`config.mk`:
```
export PLATFORM = sky130hd
export DESIGN_NAME = deque_with_key_removal
export DESIGN_NICKNAME = d
export VERILOG_FILES = /design/src/rtl/dqk_pkg.sv /design/src/rtl/dqk_ctrl.sv /design/src/rtl/dqk_datapath.sv /design/src/rtl/deque_with_key_removal.sv
export VERILOG_INCLUDE_DIRS = /design/src /design/src/rtl
export SDC_FILE = /design/constraint.sdc
export NUM_CORES = 1
export LEC_CHECK = 0
export BUFFER_PORTS_ARGS = -buffer_cell sky130_fd_sc_hd__buf_2
export CAP_MARGIN = 10
export CORE_MARGIN = 4
export CORE_UTILIZATION = 50
export CTS_CLUSTER_DIAMETER = 80
export CTS_CLUSTER_SIZE = 40
export DETAILED_ROUTE_END_ITERATION = 7
export PLACE_DENSITY = 0.76
export SETUP_SLACK_MARGIN = 0.3
export SKIP_LAST_GASP = 1
export SYNTH_ARGS = -nofsm -noshare
export SYNTH_HDL_FRONTEND = slang
export SYNTH_SLANG_ARGS = --single-unit
```
`constraint.sdc`:
```
create_clock -name clk_i -period 10.2 [get_ports clk_i]
set_input_delay 2.04 -clock clk_i [delete_from_list [all_inputs] [get_ports clk_i]]
set_output_delay 2.04 -clock clk_i [all_outputs]
set_load 0.03 [all_outputs]
```
`src/rtl/deque_with_key_removal_macros.svh`:
```
// assertion macros for the deque_with_key_removal block
// used by files that `include this header; expects clk_i and rst_ni in scope
`ifndef DEQUE_WITH_KEY_REMOVAL_MACROS_SVH
`define DEQUE_WITH_KEY_REMOVAL_MACROS_SVH

// checked on every clock edge outside reset
`define DQK_ASSERT(label, prop, msg) \
  label: assert property (@(posedge clk_i) disable iff (!rst_ni) (prop)) else $error(msg);

// checked on every clock edge, reset included
`define DQK_ASSERT_ALWAYS(label, prop, msg) \
  label: assert property (@(posedge clk_i) (prop)) else $error(msg);

`endif

```
`src/rtl/dqk_pkg.sv`:
```
// shared types, codes and constants of the deque_with_key_removal block
// no dependencies
`timescale 1ns / 1ps

package dqk_pkg;

  localparam int QUEUE_DEPTH = 16;
  localparam int CNT_W       = $clog2(QUEUE_DEPTH + 1);
  localparam int IDX_W       = $clog2(QUEUE_DEPTH);
  localparam int KEY_W       = 16;
  localparam int SCORE_W     = 8;
  localparam int COUNT_OUT_W = 5;

  typedef logic [CNT_W-1:0] cnt_t;
  typedef logic [IDX_W-1:0] idx_t;

  localparam cnt_t DEPTH_CNT = cnt_t'(QUEUE_DEPTH);
  localparam cnt_t ONE_CNT   = cnt_t'(1);

  typedef enum logic [1:0] {
    OP_PUSH_TAIL  = 2'd0,
    OP_PUSH_HEAD  = 2'd1,
    OP_POP_HEAD   = 2'd2,
    OP_REMOVE_KEY = 2'd3
  } op_e;

  typedef enum logic [1:0] {
    ST_DONE    = 2'd0,
    ST_EMPTY   = 2'd1,
    ST_MISSING = 2'd2,
    ST_FULL    = 2'd3
  } status_e;

  // key in the top bits, math score in the bottom bits
  typedef struct packed {
    logic [KEY_W-1:0]   key;
    logic [SCORE_W-1:0] physics;
    logic [SCORE_W-1:0] history;
    logic [SCORE_W-1:0] math;
  } record_t;

  // controller to datapath
  typedef struct packed {
    logic capture;  // latch item and key match vector
    logic commit;   // apply the operation and latch the result
  } dqk_cmd_t;

  // datapath to controller
  typedef struct packed {
    logic empty;
    logic full;
  } dqk_stat_t;

  // count masked to the result field width
  function automatic logic [COUNT_OUT_W-1:0] count_out(cnt_t c);
    logic [CNT_W+COUNT_OUT_W-1:0] ext;
    ext = (CNT_W + COUNT_OUT_W)'(c);
    return ext[COUNT_OUT_W-1:0];
  endfunction

endpackage

```
`src/rtl/dqk_ctrl.sv`:
```
// sequencing state machine of the deque_with_key_removal block
// depends on dqk_pkg and deque_with_key_removal_macros.svh
`timescale 1ns / 1ps
`include "deque_with_key_removal_macros.svh"

module dqk_ctrl (
  input  logic             clk_i,
  input  logic             rst_ni,
  input  logic             s_valid_i,
  output logic             s_ready_o,
  output logic             m_valid_o,
  input  logic             m_ready_i,
  output dqk_pkg::dqk_cmd_t cmd_o,
  input  dqk_pkg::dqk_stat_t stat_i
);

  typedef enum logic {
    S_IDLE,
    S_EXEC
  } state_e;

  state_e state_q;
  logic   m_valid_q;
  logic   accept;
  logic   commit;

  assign s_ready_o = (state_q == S_IDLE);
  assign accept    = s_valid_i && s_ready_o;
  // result slot must be free (or emptying) before the store changes
  assign commit    = (state_q == S_EXEC) && (!m_valid_q || m_ready_i);

  assign cmd_o.capture = accept;
  assign cmd_o.commit  = commit;
  assign m_valid_o     = m_valid_q;

  always_ff @(posedge clk_i or negedge rst_ni) begin
    if (!rst_ni) begin
      state_q   <= S_IDLE;
      m_valid_q <= 1'b0;
    end else begin
      // a new result replaces one that leaves in the same cycle
      if (commit) begin
        m_valid_q <= 1'b1;
      end else if (m_ready_i) begin
        m_valid_q <= 1'b0;
      end
      case (state_q)
        S_IDLE: begin
          if (accept) begin
            state_q <= S_EXEC;
          end
        end
        S_EXEC: begin
          if (commit) begin
            state_q <= S_IDLE;
          end
        end
        default: begin
          state_q <= S_IDLE;
        end
      endcase
    end
  end

  `DQK_ASSERT(a_accept_to_exec, accept |=> state_q == S_EXEC, "accepted item did not start")
  `DQK_ASSERT(a_commit_gives_result, commit |=> m_valid_q, "committed item gave no result")
  `DQK_ASSERT(a_empty_full_excl, !(stat_i.empty && stat_i.full), "queue empty and full")
  `DQK_ASSERT_ALWAYS(a_no_result_after_reset, !rst_ni |=> !m_valid_q, "result valid after reset")

endmodule

```
`src/rtl/dqk_datapath.sv`:
```
// record store, key compare and shift logic of the deque_with_key_removal block
// depends on dqk_pkg and deque_with_key_removal_macros.svh
`timescale 1ns / 1ps
`include "deque_with_key_removal_macros.svh"

module dqk_datapath (
  input  logic                clk_i,
  input  logic                rst_ni,
  input  dqk_pkg::dqk_cmd_t   cmd_i,
  output dqk_pkg::dqk_stat_t  stat_o,
  input  dqk_pkg::op_e        op_i,
  input  dqk_pkg::record_t    rec_i,
  output dqk_pkg::status_e    status_o,
  output dqk_pkg::cnt_t       count_o
);

  dqk_pkg::record_t store_q [dqk_pkg::QUEUE_DEPTH];
  dqk_pkg::record_t store_d [dqk_pkg::QUEUE_DEPTH];
  dqk_pkg::cnt_t    count_q, count_d, count_m1;
  dqk_pkg::op_e     op_q;
  dqk_pkg::record_t rec_q;
  dqk_pkg::status_e status_q, status_d;

  logic [dqk_pkg::QUEUE_DEPTH-1:0] match_d, match_q;
  logic [dqk_pkg::QUEUE_DEPTH-1:0] mid, first_oh, drop_oh, shift_mask;
  dqk_pkg::idx_t last_idx;
  logic full, empty;
  logic do_tail, do_head, do_drop;
  logic seen;

  assign full     = (count_q == dqk_pkg::DEPTH_CNT);
  assign empty    = (count_q == '0);
  assign count_m1 = count_q - dqk_pkg::ONE_CNT;
  assign last_idx = count_m1[dqk_pkg::IDX_W-1:0];

  assign stat_o.empty = empty;
  assign stat_o.full  = full;
  assign status_o     = status_q;
  assign count_o      = count_q;

  // compare the incoming key against every held entry
  always_comb begin
    for (int i = 0; i < dqk_pkg::QUEUE_DEPTH; i++) begin
      match_d[i] = (dqk_pkg::cnt_t'(i) < count_q) && (store_q[i].key == rec_i.key);
    end
  end

  // earliest middle hit, head and tail excluded
  always_comb begin
    mid           = match_q;
    mid[0]        = 1'b0;
    mid[last_idx] = 1'b0;
    seen          = 1'b0;
    for (int i = 0; i < dqk_pkg::QUEUE_DEPTH; i++) begin
      first_oh[i] = mid[i] && !seen;
      seen        = seen || mid[i];
    end
  end

  // operation decode; remove checks head hit, then tail hit, then middle
  always_comb begin
    do_tail  = 1'b0;
    do_head  = 1'b0;
    do_drop  = 1'b0;
    drop_oh  = '0;
    status_d = dqk_pkg::ST_DONE;
    case (op_q)
      dqk_pkg::OP_PUSH_TAIL, dqk_pkg::OP_PUSH_HEAD: begin
        if (full) begin
          status_d = dqk_pkg::ST_FULL;
        end else if (op_q == dqk_pkg::OP_PUSH_TAIL) begin
          do_tail = 1'b1;
        end else begin
          do_head = 1'b1;
        end
      end
      dqk_pkg::OP_POP_HEAD: begin
        if (empty) begin
          status_d = dqk_pkg::ST_EMPTY;
        end else begin
          do_drop    = 1'b1;
          drop_oh[0] = 1'b1;
        end
      end
      dqk_pkg::OP_REMOVE_KEY: begin
        if (empty) begin
          status_d = dqk_pkg::ST_EMPTY;
        end else if (match_q[0]) begin
          do_drop    = 1'b1;
          drop_oh[0] = 1'b1;
        end else if (match_q[last_idx]) begin
          do_drop           = 1'b1;
          drop_oh[last_idx] = 1'b1;
        end else if (|first_oh) begin
          do_drop = 1'b1;
          drop_oh = first_oh;
        end else begin
          status_d = dqk_pkg::ST_MISSING;
        end
      end
      default: begin
        status_d = dqk_pkg::ST_DONE;
      end
    endcase
  end

  // entries at and past the dropped one move one place toward the head
  always_comb begin
    shift_mask[0] = drop_oh[0];
    for (int i = 1; i < dqk_pkg::QUEUE_DEPTH; i++) begin
      shift_mask[i] = shift_mask[i-1] || drop_oh[i];
    end
  end

  always_comb begin
    store_d = store_q;
    count_d = count_q;
    if (do_tail) begin
      store_d[count_q[dqk_pkg::IDX_W-1:0]] = rec_q;
      count_d = count_q + dqk_pkg::ONE_CNT;
    end
    if (do_head) begin
      for (int i = 1; i < dqk_pkg::QUEUE_DEPTH; i++) begin
        store_d[i] = store_q[i-1];
      end
      store_d[0] = rec_q;
      count_d    = count_q + dqk_pkg::ONE_CNT;
    end
    if (do_drop) begin
      for (int i = 0; i < dqk_pkg::QUEUE_DEPTH - 1; i++) begin
        if (shift_mask[i]) begin
          store_d[i] = store_q[i+1];
        end
      end
      count_d = count_m1;
    end
  end

  // payload registers
  always_ff @(posedge clk_i) begin
    if (cmd_i.capture) begin
      op_q    <= op_i;
      rec_q   <= rec_i;
      match_q <= match_d;
    end
    if (cmd_i.commit) begin
      store_q  <= store_d;
      status_q <= status_d;
    end
  end

  always_ff @(posedge clk_i or negedge rst_ni) begin
    if (!rst_ni) begin
      count_q <= '0;
    end else if (cmd_i.commit) begin
      count_q <= count_d;
    end
  end

  `DQK_ASSERT(a_count_bound, count_q <= dqk_pkg::DEPTH_CNT, "occupancy above depth")
  `DQK_ASSERT(a_single_drop, do_drop |-> $onehot(drop_oh), "drop position not unique")
  `DQK_ASSERT(a_full_keeps, cmd_i.commit && full && !do_drop |=> $stable(count_q), "full push changed occupancy")

endmodule

```
`src/rtl/deque_with_key_removal.sv`:
```
// top level of the deque_with_key_removal block: stream ports, controller, datapath
// depends on dqk_pkg, dqk_ctrl and dqk_datapath
`timescale 1ns / 1ps

// Ordered queue of up to dqk_pkg::QUEUE_DEPTH records (16-bit key, three
// 8-bit scores). Every input transaction carries an opcode in tuser: push at
// tail, push at head, pop head, or remove by key. Remove checks the head
// first, then the tail, then the earliest matching middle entry, and takes
// out only that one. Each input transaction yields exactly one output
// transaction with a status (done, empty, key not found, full) and the
// number of records held afterwards; a failed operation leaves the queue as
// it was. An item is handled in a capture step and a commit step: in the
// capture step the item is latched and its key is compared against all held
// entries at once, in the commit step the store shifts and the result is
// latched into the output register. The next item is taken in the cycle after
// the commit step, so no new item is taken before the last one is through; the
// commit step waits while an earlier result still sits unread in the output
// register. No clearing pass is needed after reset: entries past the occupancy count are never read.

module deque_with_key_removal (
  input  logic        clk_i,
  input  logic        rst_ni,
  // input stream
  input  logic        s_axis_tvalid,
  output logic        s_axis_tready,
  // key [15:0], physics_score [23:16], history_score [31:24], math_score [39:32]
  input  logic [39:0] s_axis_tdata,
  // opcode [1:0]
  input  logic [1:0]  s_axis_tuser,
  // result stream
  output logic        m_axis_tvalid,
  input  logic        m_axis_tready,
  // status [1:0], entry_count [6:2], zero [7]
  output logic [7:0]  m_axis_tdata
);

  dqk_pkg::dqk_cmd_t  cmd;
  dqk_pkg::dqk_stat_t stat;
  dqk_pkg::record_t   rec;
  dqk_pkg::op_e       op;
  dqk_pkg::status_e   status;
  dqk_pkg::cnt_t      count;

  // unpack the input transaction
  assign op          = dqk_pkg::op_e'(s_axis_tuser);
  assign rec.key     = s_axis_tdata[15:0];
  assign rec.physics = s_axis_tdata[23:16];
  assign rec.history = s_axis_tdata[31:24];
  assign rec.math    = s_axis_tdata[39:32];

  // sequencing: handshakes and command strobes
  dqk_ctrl u_ctrl (
    .clk_i     (clk_i),
    .rst_ni    (rst_ni),
    .s_valid_i (s_axis_tvalid),
    .s_ready_o (s_axis_tready),
    .m_valid_o (m_axis_tvalid),
    .m_ready_i (m_axis_tready),
    .cmd_o     (cmd),
    .stat_i    (stat)
  );

  // record store, key compare, shifting and result register
  dqk_datapath u_datapath (
    .clk_i    (clk_i),
    .rst_ni   (rst_ni),
    .cmd_i    (cmd),
    .stat_o   (stat),
    .op_i     (op),
    .rec_i    (rec),
    .status_o (status),
    .count_o  (count)
  );

  // pack the result transaction; count is masked to the 5-bit field
  assign m_axis_tdata = {1'b0, dqk_pkg::count_out(count), status};

endmodule

```
Yosys cells after proc, flatten, opt, wreduce, memory -nomap -nowiden
Cells that the tools add are included.
Word-level totals
  input bits: 46
  word-level logic and storage cells: 268
  bits in registers: 707
Operators by class
  reduce and logical (&&, ||, !) cells: 89
  eq/ne operators: 20
  add/sub/neg operators: 2
  muxes and demuxes: 59
  magnitude comparators: 20
  bitwise logic cells: 4
Operator list (number)
  two-way mux 640 bit: 2
  bitwise mux 640 bit: 1
  two-way mux 40 bit: 16
  two-way mux 600 bit: 1
  equality test 16 bit: 16
  demux 40 bit (select 4 bit): 1
  two-way mux 15 bit: 3
  less-than comparator 4 x 5 -> 1 bit (first input constant): 8
  logical AND 1 bit: 35
  logical OR 1 bit: 29
  two-way mux 14 bit: 2
  less-than comparator 3 x 5 -> 1 bit (first input constant): 4
  two-way mux 1 bit: 19
  AND 16 bit: 1
  zero test 1 bit: 16
  inverter 16 bit: 1
  OR reduction 16 bit: 1
  two-way mux 5 bit: 3
  less-than comparator 1 x 5 -> 1 bit (first input constant): 2
  less-than comparator 2 x 5 -> 1 bit (first input constant): 2
  two-way mux 2 bit: 5
  one-hot mux 1 bit (2 select lines): 3
  one-hot mux 2 bit (3 select lines): 1
  adder 5 x 1 -> 5 bit (second input constant): 1
  other kinds (18): 21

Longest topological paths before layout
Gate-level depths: netlist of the first run.
  depth in word-level cells: 45
  mapped depth: 17

Hierarchy
From an unflattened synthesis of the first run, not the netlist that was laid out.
Unflattened totals
  cells, all modules: 2111
  area, all modules: 21182.8 um^2
By module, submodules not included
  dqk_datapath: seq. area each 8893.5 um^2, area an instance 21062.7 um^2, times used 1, cells an instance 2099
  dqk_ctrl: seq. area each 50.0 um^2, area an instance 108.9 um^2, times used 1, cells an instance 10
  deque_with_key_removal: seq. area each 0.0 um^2, area an instance 11.3 um^2, times used 1, cells an instance 2

Worst setup path after synthesis of the first run
OpenSTA, ideal clock, no wires.
  kind: in2reg
  start: in m_axis_tready
  end: reg u_datapath.count_q[1], in the netlist u_datapath.count_o[1]
  path slack: 2.023 ns
  setup time: 0.127 ns
  data required time: 10.073 ns
  cell stages on the path: 5
  arrival time: 8.050 ns
  path through: nand2b_1 nand2_1 inv_1 o21ai_0 a221o_1
Between the ends
  word-level cells in the longest chain between the ends: 3
RTL lines
  start, declared: RTL line deque_with_key_removal.sv:32  | input logic m_axis_tready,
  logical OR 1 bit: RTL line dqk_ctrl.sv:30  | assign commit = (state_q == S_EXEC) && (!m_valid_q || m_ready_i);
  logical AND 1 bit: RTL line dqk_ctrl.sv:30
  named net u_ctrl.commit: RTL line dqk_ctrl.sv:25  | logic commit;
  AND reduction 2 bit (no line)
  end signal, assigned: RTL line dqk_datapath.sv:156  | count_q <= count_d;
  end, declared: RTL line dqk_datapath.sv:19  | dqk_pkg::cnt_t count_q, count_d, count_m1;
The timed path passes the listed nets, and every way through them passes these cells.
A chain may end at the register's enable or synchronous reset.

==> results of run 1 <==
==> critical path, cell delays in order, from the launching register on <==
cell and delay [ns]:
dfrtp_1 0.95, inv_1 0.35, ha_1 0.38, buf_4 0.26, nand2b_1 0.18, nor2_1 0.12, a21o_1 0.31, nor2_1 0.90
nand3_1 1.23, mux2i_1 0.44, o21ai_0 0.11, mux2_2 0.30
==> worst min-delay path by stage <==
stage                                 from                endpoint  slack [ns]  depth (start not counted)
floorplan           u_datapath.store_q[28]  u_datapath.store_q[68]        0.57                          1
global placement          u_ctrl.m_valid_o        u_ctrl.m_valid_o        0.50                          2
detailed placement        u_ctrl.m_valid_o        u_ctrl.m_valid_o        0.52                          2
CTS                       u_ctrl.m_valid_o        u_ctrl.m_valid_o        0.54                          2
global route              u_ctrl.m_valid_o        u_ctrl.m_valid_o        0.56                          2
finish                    u_ctrl.m_valid_o        u_ctrl.m_valid_o        0.55                          2
==> per-stage QoR <==
stage	instances	util
after detailed placement	2514	0.518
after global placement	2514	0.518
final	2549	0.535
after CTS	2548	0.535
after global routing	2548	0.535
after floorplan	2057	-
==> where the power goes <==
part	leakage [nW]	internal, mW	switching [mW]
clock network	0.324	0.386	0.514
registers	2.85	1.98	0.541
logic	5.91	1.53	1.79
total	9.08	3.90	2.84
==> cell usage in the layout (no fill, tap or decap), types with 5 or more instances in the layout <==
cell type  synthesis  routed
xor2_1           159     159
a31oi_1            7       7
nand2_1          232     231
xnor2_1          100     100
dfrtp_1            7       7
edfxtp_1         292     292
a211oi_1          36      36
a22o_1            17      17
nand2b_1           7       7
nor3_1            13      12
nand3_1           33      33
mux2_2           137     137
mux2_4            40      40
a21oi_1           39      37
a21o_1            38      38
o21ai_0          228     227
nand4_1           29      29
clkbuf_16          0      19
ha_1               8       8
nor2b_1            7       6
mux4_2             6       6
nor2_1            72      71
o21a_1             5       5
mux2i_1          241     241
nor4_1            43      43
buf_2             26      30
inv_1              6       5
buf_4              3      21
==> cell type report <==
cell class / count / share of cell area
repair buffers: 52 / 0.0145
multi-input cells: 1580 / 0.528
inverters: 6 / 0.00132
diodes: 1 / 0.000110
clock buffers: 23 / 0.0216
flip-flops and latches: 299 / 0.394
clock inverters: 11 / 0.00866
well taps: 577 / 0.0318
==> layer usage <==
| metal | wire length, um | GRT usage | vias up |
|---|---|---|---|
| met4 | 3030 | 0.103 | 0 |
| met3 | 6360 | 0.0433 | 207 |
| met5 | 0 | 0 | - |
| met2 | 31800 | 0.451 | 1046 |
| met1 | 26800 | 0.375 | 8305 |
| li1 | - | - | 7340 |
==> logic make-up after synthesis <==
kind of cell               synth area share
and+or+nand+nor                       0.104
muxes                                 0.217
AOI/OAI and AO/OA                     0.120
DFF                                   0.413
xor gates and xnor gates              0.105
buffers and inverters                0.0361
adders and majority gates           0.00462
other                              0.000173
==> state kept, by name, summed over array words and instances (netlist names) <==
register / cells
u_ctrl.m_valid_o: 1
u_ctrl.state_q: 1
u_datapath.count_o: 5
u_datapath.match_q: 16
u_datapath.op_q: 2
u_datapath.rec_q: 16
u_datapath.status_o: 2
u_datapath.store_q: 256
==> reports/qor.csv, run 1 <==
stage,metric,value,unit
place,Placed Area,22000,um2
place,RD Place Congestion,0.929,
synthesis,syn_nets,2111,
grt,first-pass GRT wire length,101,mm
synthesis,Synth area leader,edfxtp_1,
synthesis,most frequent cell after synthesis,edfxtp_1,
floorplan,# IOs,56,
floorplan,DIE HEIGHT,216,um
timing,Worst Max-Slew Pin Slew,1.31,ns
clock_tree,CTS root buf,clkbuf_16,
drt,routed len/inst,26.7,um
critical_path,CP endpoint,u_datapath.store_q[267],
grt,vias in the first global route,16200,
critical_path,Crit Path Class,reg -> reg,
clock_tree,Clock Tree Buf Depth,3,
pwr,Final Power,6.75,mW
timing,Clock Skew,0.0504,ns
pwr,pwr dens,298,nW/um2
grt,initial antenna violation count,0,
timing,RSZ-0062 raised after global routing,false,
synthesis,top_reg_cell synth,edfxtp_1,
hold_path,Hold Crit Class,reg -> reg,
timing,final setup TNS,0,ns
layout,storage element area,8940,um2
floorplan,Starting Density,0.511,
layout,multi-input logic area,12000,um2
timing,post-route setup slack,4.39,ns
clock_tree,clock slew at reported path FFs,0.09,ns
floorplan,Core Footprint,42400,um2
floorplan,Die X,216,um
drt,DRC viols,0,
place,Setup Slack @ Placement,4.58,ns
clock_tree,H-tree depth,1,
clock_tree,# hold bufs at CTS,0,
synthesis,Synth Register Bits,299,
grt,largest net degree at the start of global routing,201,
floorplan,# rows,75,
synthesis,share of the synthesized area in the top cell type,0.405,
clock_tree,CTS tree,done,
synthesis,top post-synthesis cells by area,"edfxtp_1 (40%), mux2i_1 (11%), mux2_2 (7.1%)",
timing,Fmax achieved,172,MHz
clock_tree,Inserted Clock Buffers,19,
critical_path,Reg-to-Reg End,u_datapath.store_q[267],
layout,Finished Cell Area,22700,um2
flow_run,max_cap viols,0,
critical_path,FF-to-FF setup slack,4.39,ns
synthesis,cells after synthesis,2057,
clock_tree,Clock Latency Late Sink,0.57,ns
layout,# nets final,2012,
synthesis,asr flop ratio synth,0.0234,
clock_tree,clk sinks,299,
clock_tree,# resized after CTS,0,
synthesis,Post-Syn Area per Cell,10.5,um2
place,DP Wirelength,44.0,mm
drt,starting DRC count in detailed routing,2617,
drt,"antenna viol nets, final",0,
timing,Min Hold Slack,0.549,ns
clock_tree,post-CTS setup buffers,0,
floorplan,Die Footprint,46700,um2
critical_path,critical path required time,10.48,ns
critical_path,crit start category,register,
layout,ratio of cells with drive above 1 in the final layout,0.154,
drt,via count,16900,
timing,Period minus WS final,5.81,ns
synthesis,Synth Cell Area,21700,um2
layout,Fillers,3721,
pwr,Max VDD drop,0.168,mV
critical_path,worst-path maximum fanout,26,
timing,fin. max-slew vios,0,
grt,global-route usage over all layers,0.276,
outcome,run status,finished clean,
synthesis,"EDFF count, synth",292,
critical_path,R2R depth,11,
drt,DR vias/cell,6.63,
pwr,Leakage,9.08,nW
synthesis,Yosys cell types,82,
drt,DR pass1 iterations,5,
synthesis,synth warn,0,
critical_path,Worst Setup SP,u_datapath.count_o[0],
critical_path,Worst Path Arrival,6.09,ns
timing,Final Hold Viols,0,
critical_path,worst reg2reg startpoint,u_datapath.count_o[0],
timing,final setup vio count,0,
timing,Final period util,0.570,
critical_path,CP Capture Type,register,
timing,worst rel slew slack,0.126,
synthesis,Post-synth top cells,"edfxtp_1 (292), mux2i_1 (241), nand2_1 (232)",
synthesis,register area share after synthesis,0.413,
layout,area grow syn2layout,4.74,%
grt,total gr overflow,0,
place,port bufs,30,
drt,final WL,68.0,mm
Note: power is estimated with default switching activity, not from simulation.
==> run 2, diff against run 1 <==
==> constraint.sdc (replaced) <==
create_clock -name clk_i -period 5.8 [get_ports clk_i]
set_input_delay 1.16 -clock clk_i [delete_from_list [all_inputs] [get_ports clk_i]]
set_output_delay 1.16 -clock clk_i [all_outputs]
set_load 0.03 [all_outputs]
==> reports/qor.csv, run 2 (synthesized netlist as in run 1, its figures left out) <==
stage,metric,value,unit
timing,Min Hold Slack,0.410,ns
outcome,run status,finished clean,
critical_path,Crit Path Class,reg -> reg,
timing,Worst Max-Slew Pin Slew,1.28,ns
clock_tree,post-CTS setup buffers,0,
timing,final setup TNS,0,ns
clock_tree,CTS root buf,clkbuf_16,
timing,Fmax achieved,207,MHz
place,RD Place Congestion,0.933,
layout,largest registers,"u_datapath.store_q: 256 flops, u_datapath.match_q: 16 flops, u_datapath.rec_q: 16 flops",
clock_tree,# resized after CTS,0,
critical_path,crit start category,register,
timing,post-route setup slack,0.971,ns
critical_path,R2R depth,12,
drt,starting DRC count in detailed routing,2216,
clock_tree,Clock Latency Late Sink,0.57,ns
clock_tree,clk sinks,299,
layout,number of flip-flops in the largest register,256,
clock_tree,Clock Tree Buf Depth,3,
pwr,pwr dens,524,nW/um2
drt,via count,16900,
drt,DRC viols,0,
drt,"antenna viol nets, final",0,
drt,DR pass1 iterations,6,
layout,ant diodes,0,
grt,global-route usage over all layers,0.276,
hold_path,Hold Crit Class,in -> async,
timing,Final period util,0.833,
clock_tree,Inserted Clock Buffers,20,
grt,total gr overflow,0,
pwr,Leakage,9.23,nW
grt,initial antenna violation count,1,
layout,ratio of cells with drive above 1 in the final layout,0.166,
floorplan,Die Footprint,46700,um2
floorplan,Core Footprint,42400,um2
floorplan,Die X,216,um
place,DP Wirelength,44.4,mm
layout,"commonest non-fill, non-tap cell in the layout",edfxtp_1,
critical_path,critical path required time,6.09,ns
drt,DR vias/cell,6.57,
drt,final WL,67.7,mm
pwr,Max VDD drop,0.331,mV
layout,# nets final,2033,
timing,Final Hold Viols,0,
layout,Fillers,3696,
layout,Largest Register,u_datapath.store_q,
floorplan,# rows,75,
critical_path,most frequent CP cell,buf_4,
clock_tree,CTS tree,done,
timing,fin. max-slew vios,0,
critical_path,"Critical Path, Cell by Cell",buf_4 -> inv_1 -> ha_1 -> nor2b_1 -> a31oi_1 -> o21ai_1 -> nor2_1 -> o41ai_4 -> o22ai_4 -> nor4_4 -> buf_4 -> mux2_2,
critical_path,Worst Path Arrival,5.12,ns
grt,first-pass GRT wire length,101,mm
drt,routed len/inst,26.3,um
grt,largest net degree at the start of global routing,147,
place,port bufs,30,
floorplan,# IOs,56,
critical_path,Worst path slowest cell,ha_1,
timing,Period minus WS final,4.83,ns
critical_path,max incr delay on CP,0.66,ns
grt,vias in the first global route,16300,
layout,area grow syn2layout,5.93,%
place,Setup Slack @ Placement,1.04,ns
critical_path,CP Capture Type,register,
floorplan,DIE HEIGHT,216,um
layout,Finished Cell Area,22900,um2
critical_path,worst-path maximum fanout,21,
layout,most frequent cells in the layout,"edfxtp_1 (292), mux2i_1 (241), nand2_1 (230)",
timing,final setup vio count,0,
floorplan,Starting Density,0.511,
clock_tree,# hold bufs at CTS,0,
timing,worst rel slew slack,0.149,
flow_run,max_cap viols,0,
clock_tree,H-tree depth,1,
timing,Clock Skew,0.0359,ns
clock_tree,clock slew at reported path FFs,0.11,ns
place,Placed Area,22200,um2
timing,RSZ-0062 raised after global routing,false,
-- run 2: cell types whose count changed in the layout (fill, tap and decap cells not counted), moves of 2 or more --
cell | previous run | this run
bufinv_16 | 0 | 2
clkbuf_1 | 4 | 1
clkinv_8 | 1 | 4
inv_8 | 1 | 4
inv_16 | 3 | 0
buf_4 | 21 | 38
inv_12 | 0 | 3
clkinv_16 | 3 | 0
buf_12 | 1 | 3
-- run 2: cell type report --
type,count,area [um2],share of cell area
multi-input cells,1580,12000,0.522
flip-flops and latches,299,8940,0.390
well taps,577,722,0.0315
repair buffers,72,523,0.0228
clock buffers,21,504,0.0220
clock inverters,15,236,0.0103
inverters,6,26.3,0.00115
-- run 2: where the power goes --
part / internal [mW] / switching [mW] / leakage (nW) / total [mW]
sequential: 3.49 / 0.957 / 2.85 / 4.45
combinational: 2.75 / 3.12 / 6.02 / 5.88
clock: 0.786 / 0.901 / 0.358 / 1.69
total: 7.03 / 4.98 / 9.23 / 12.0
-- run 2: critical path: cells and delay by family, from the launching register on --
family,cells,cell delay (ns)
AOI/OAI and AO/OA,4,1.17
adders and majority gates,1,0.66
buffers and inverters,3,0.82
DFF,1,0.38
muxes,1,0.38
and+or+nand+nor,3,1.11
-- run 2: per-layer routing --
metal | wire length [um] | global-route usage
met1 | 26700 | 0.368
met2 | 31000 | 0.450
met3 | 6440 | 0.0429
met4 | 3490 | 0.115
met5 | 13 | 0
-- run 2: final timing paths --
path	from	to	slack (ns)
max	u_datapath.count_o[0]	u_datapath.store_q[189]	0.97
min	rst_ni	u_datapath.count_o[4]	0.41
max reg2reg	u_datapath.count_o[0]	u_datapath.store_q[189]	0.97
min reg2reg	u_ctrl.m_valid_o	u_ctrl.m_valid_o	0.56
max in group asynchronous	rst_ni	u_ctrl.m_valid_o	5.23
min in group clk_i	u_ctrl.m_valid_o	u_ctrl.m_valid_o	0.56
-- run 2: stage by stage --
stage                     instances  power, mW  utilization
final                          2570       12.0        0.541
after global routing           2570       12.5        0.541
after CTS                      2569       11.9        0.540
after detailed placement       2533       10.2        0.523
after global placement         2533       9.99        0.523
after floorplan                2057       8.68            -
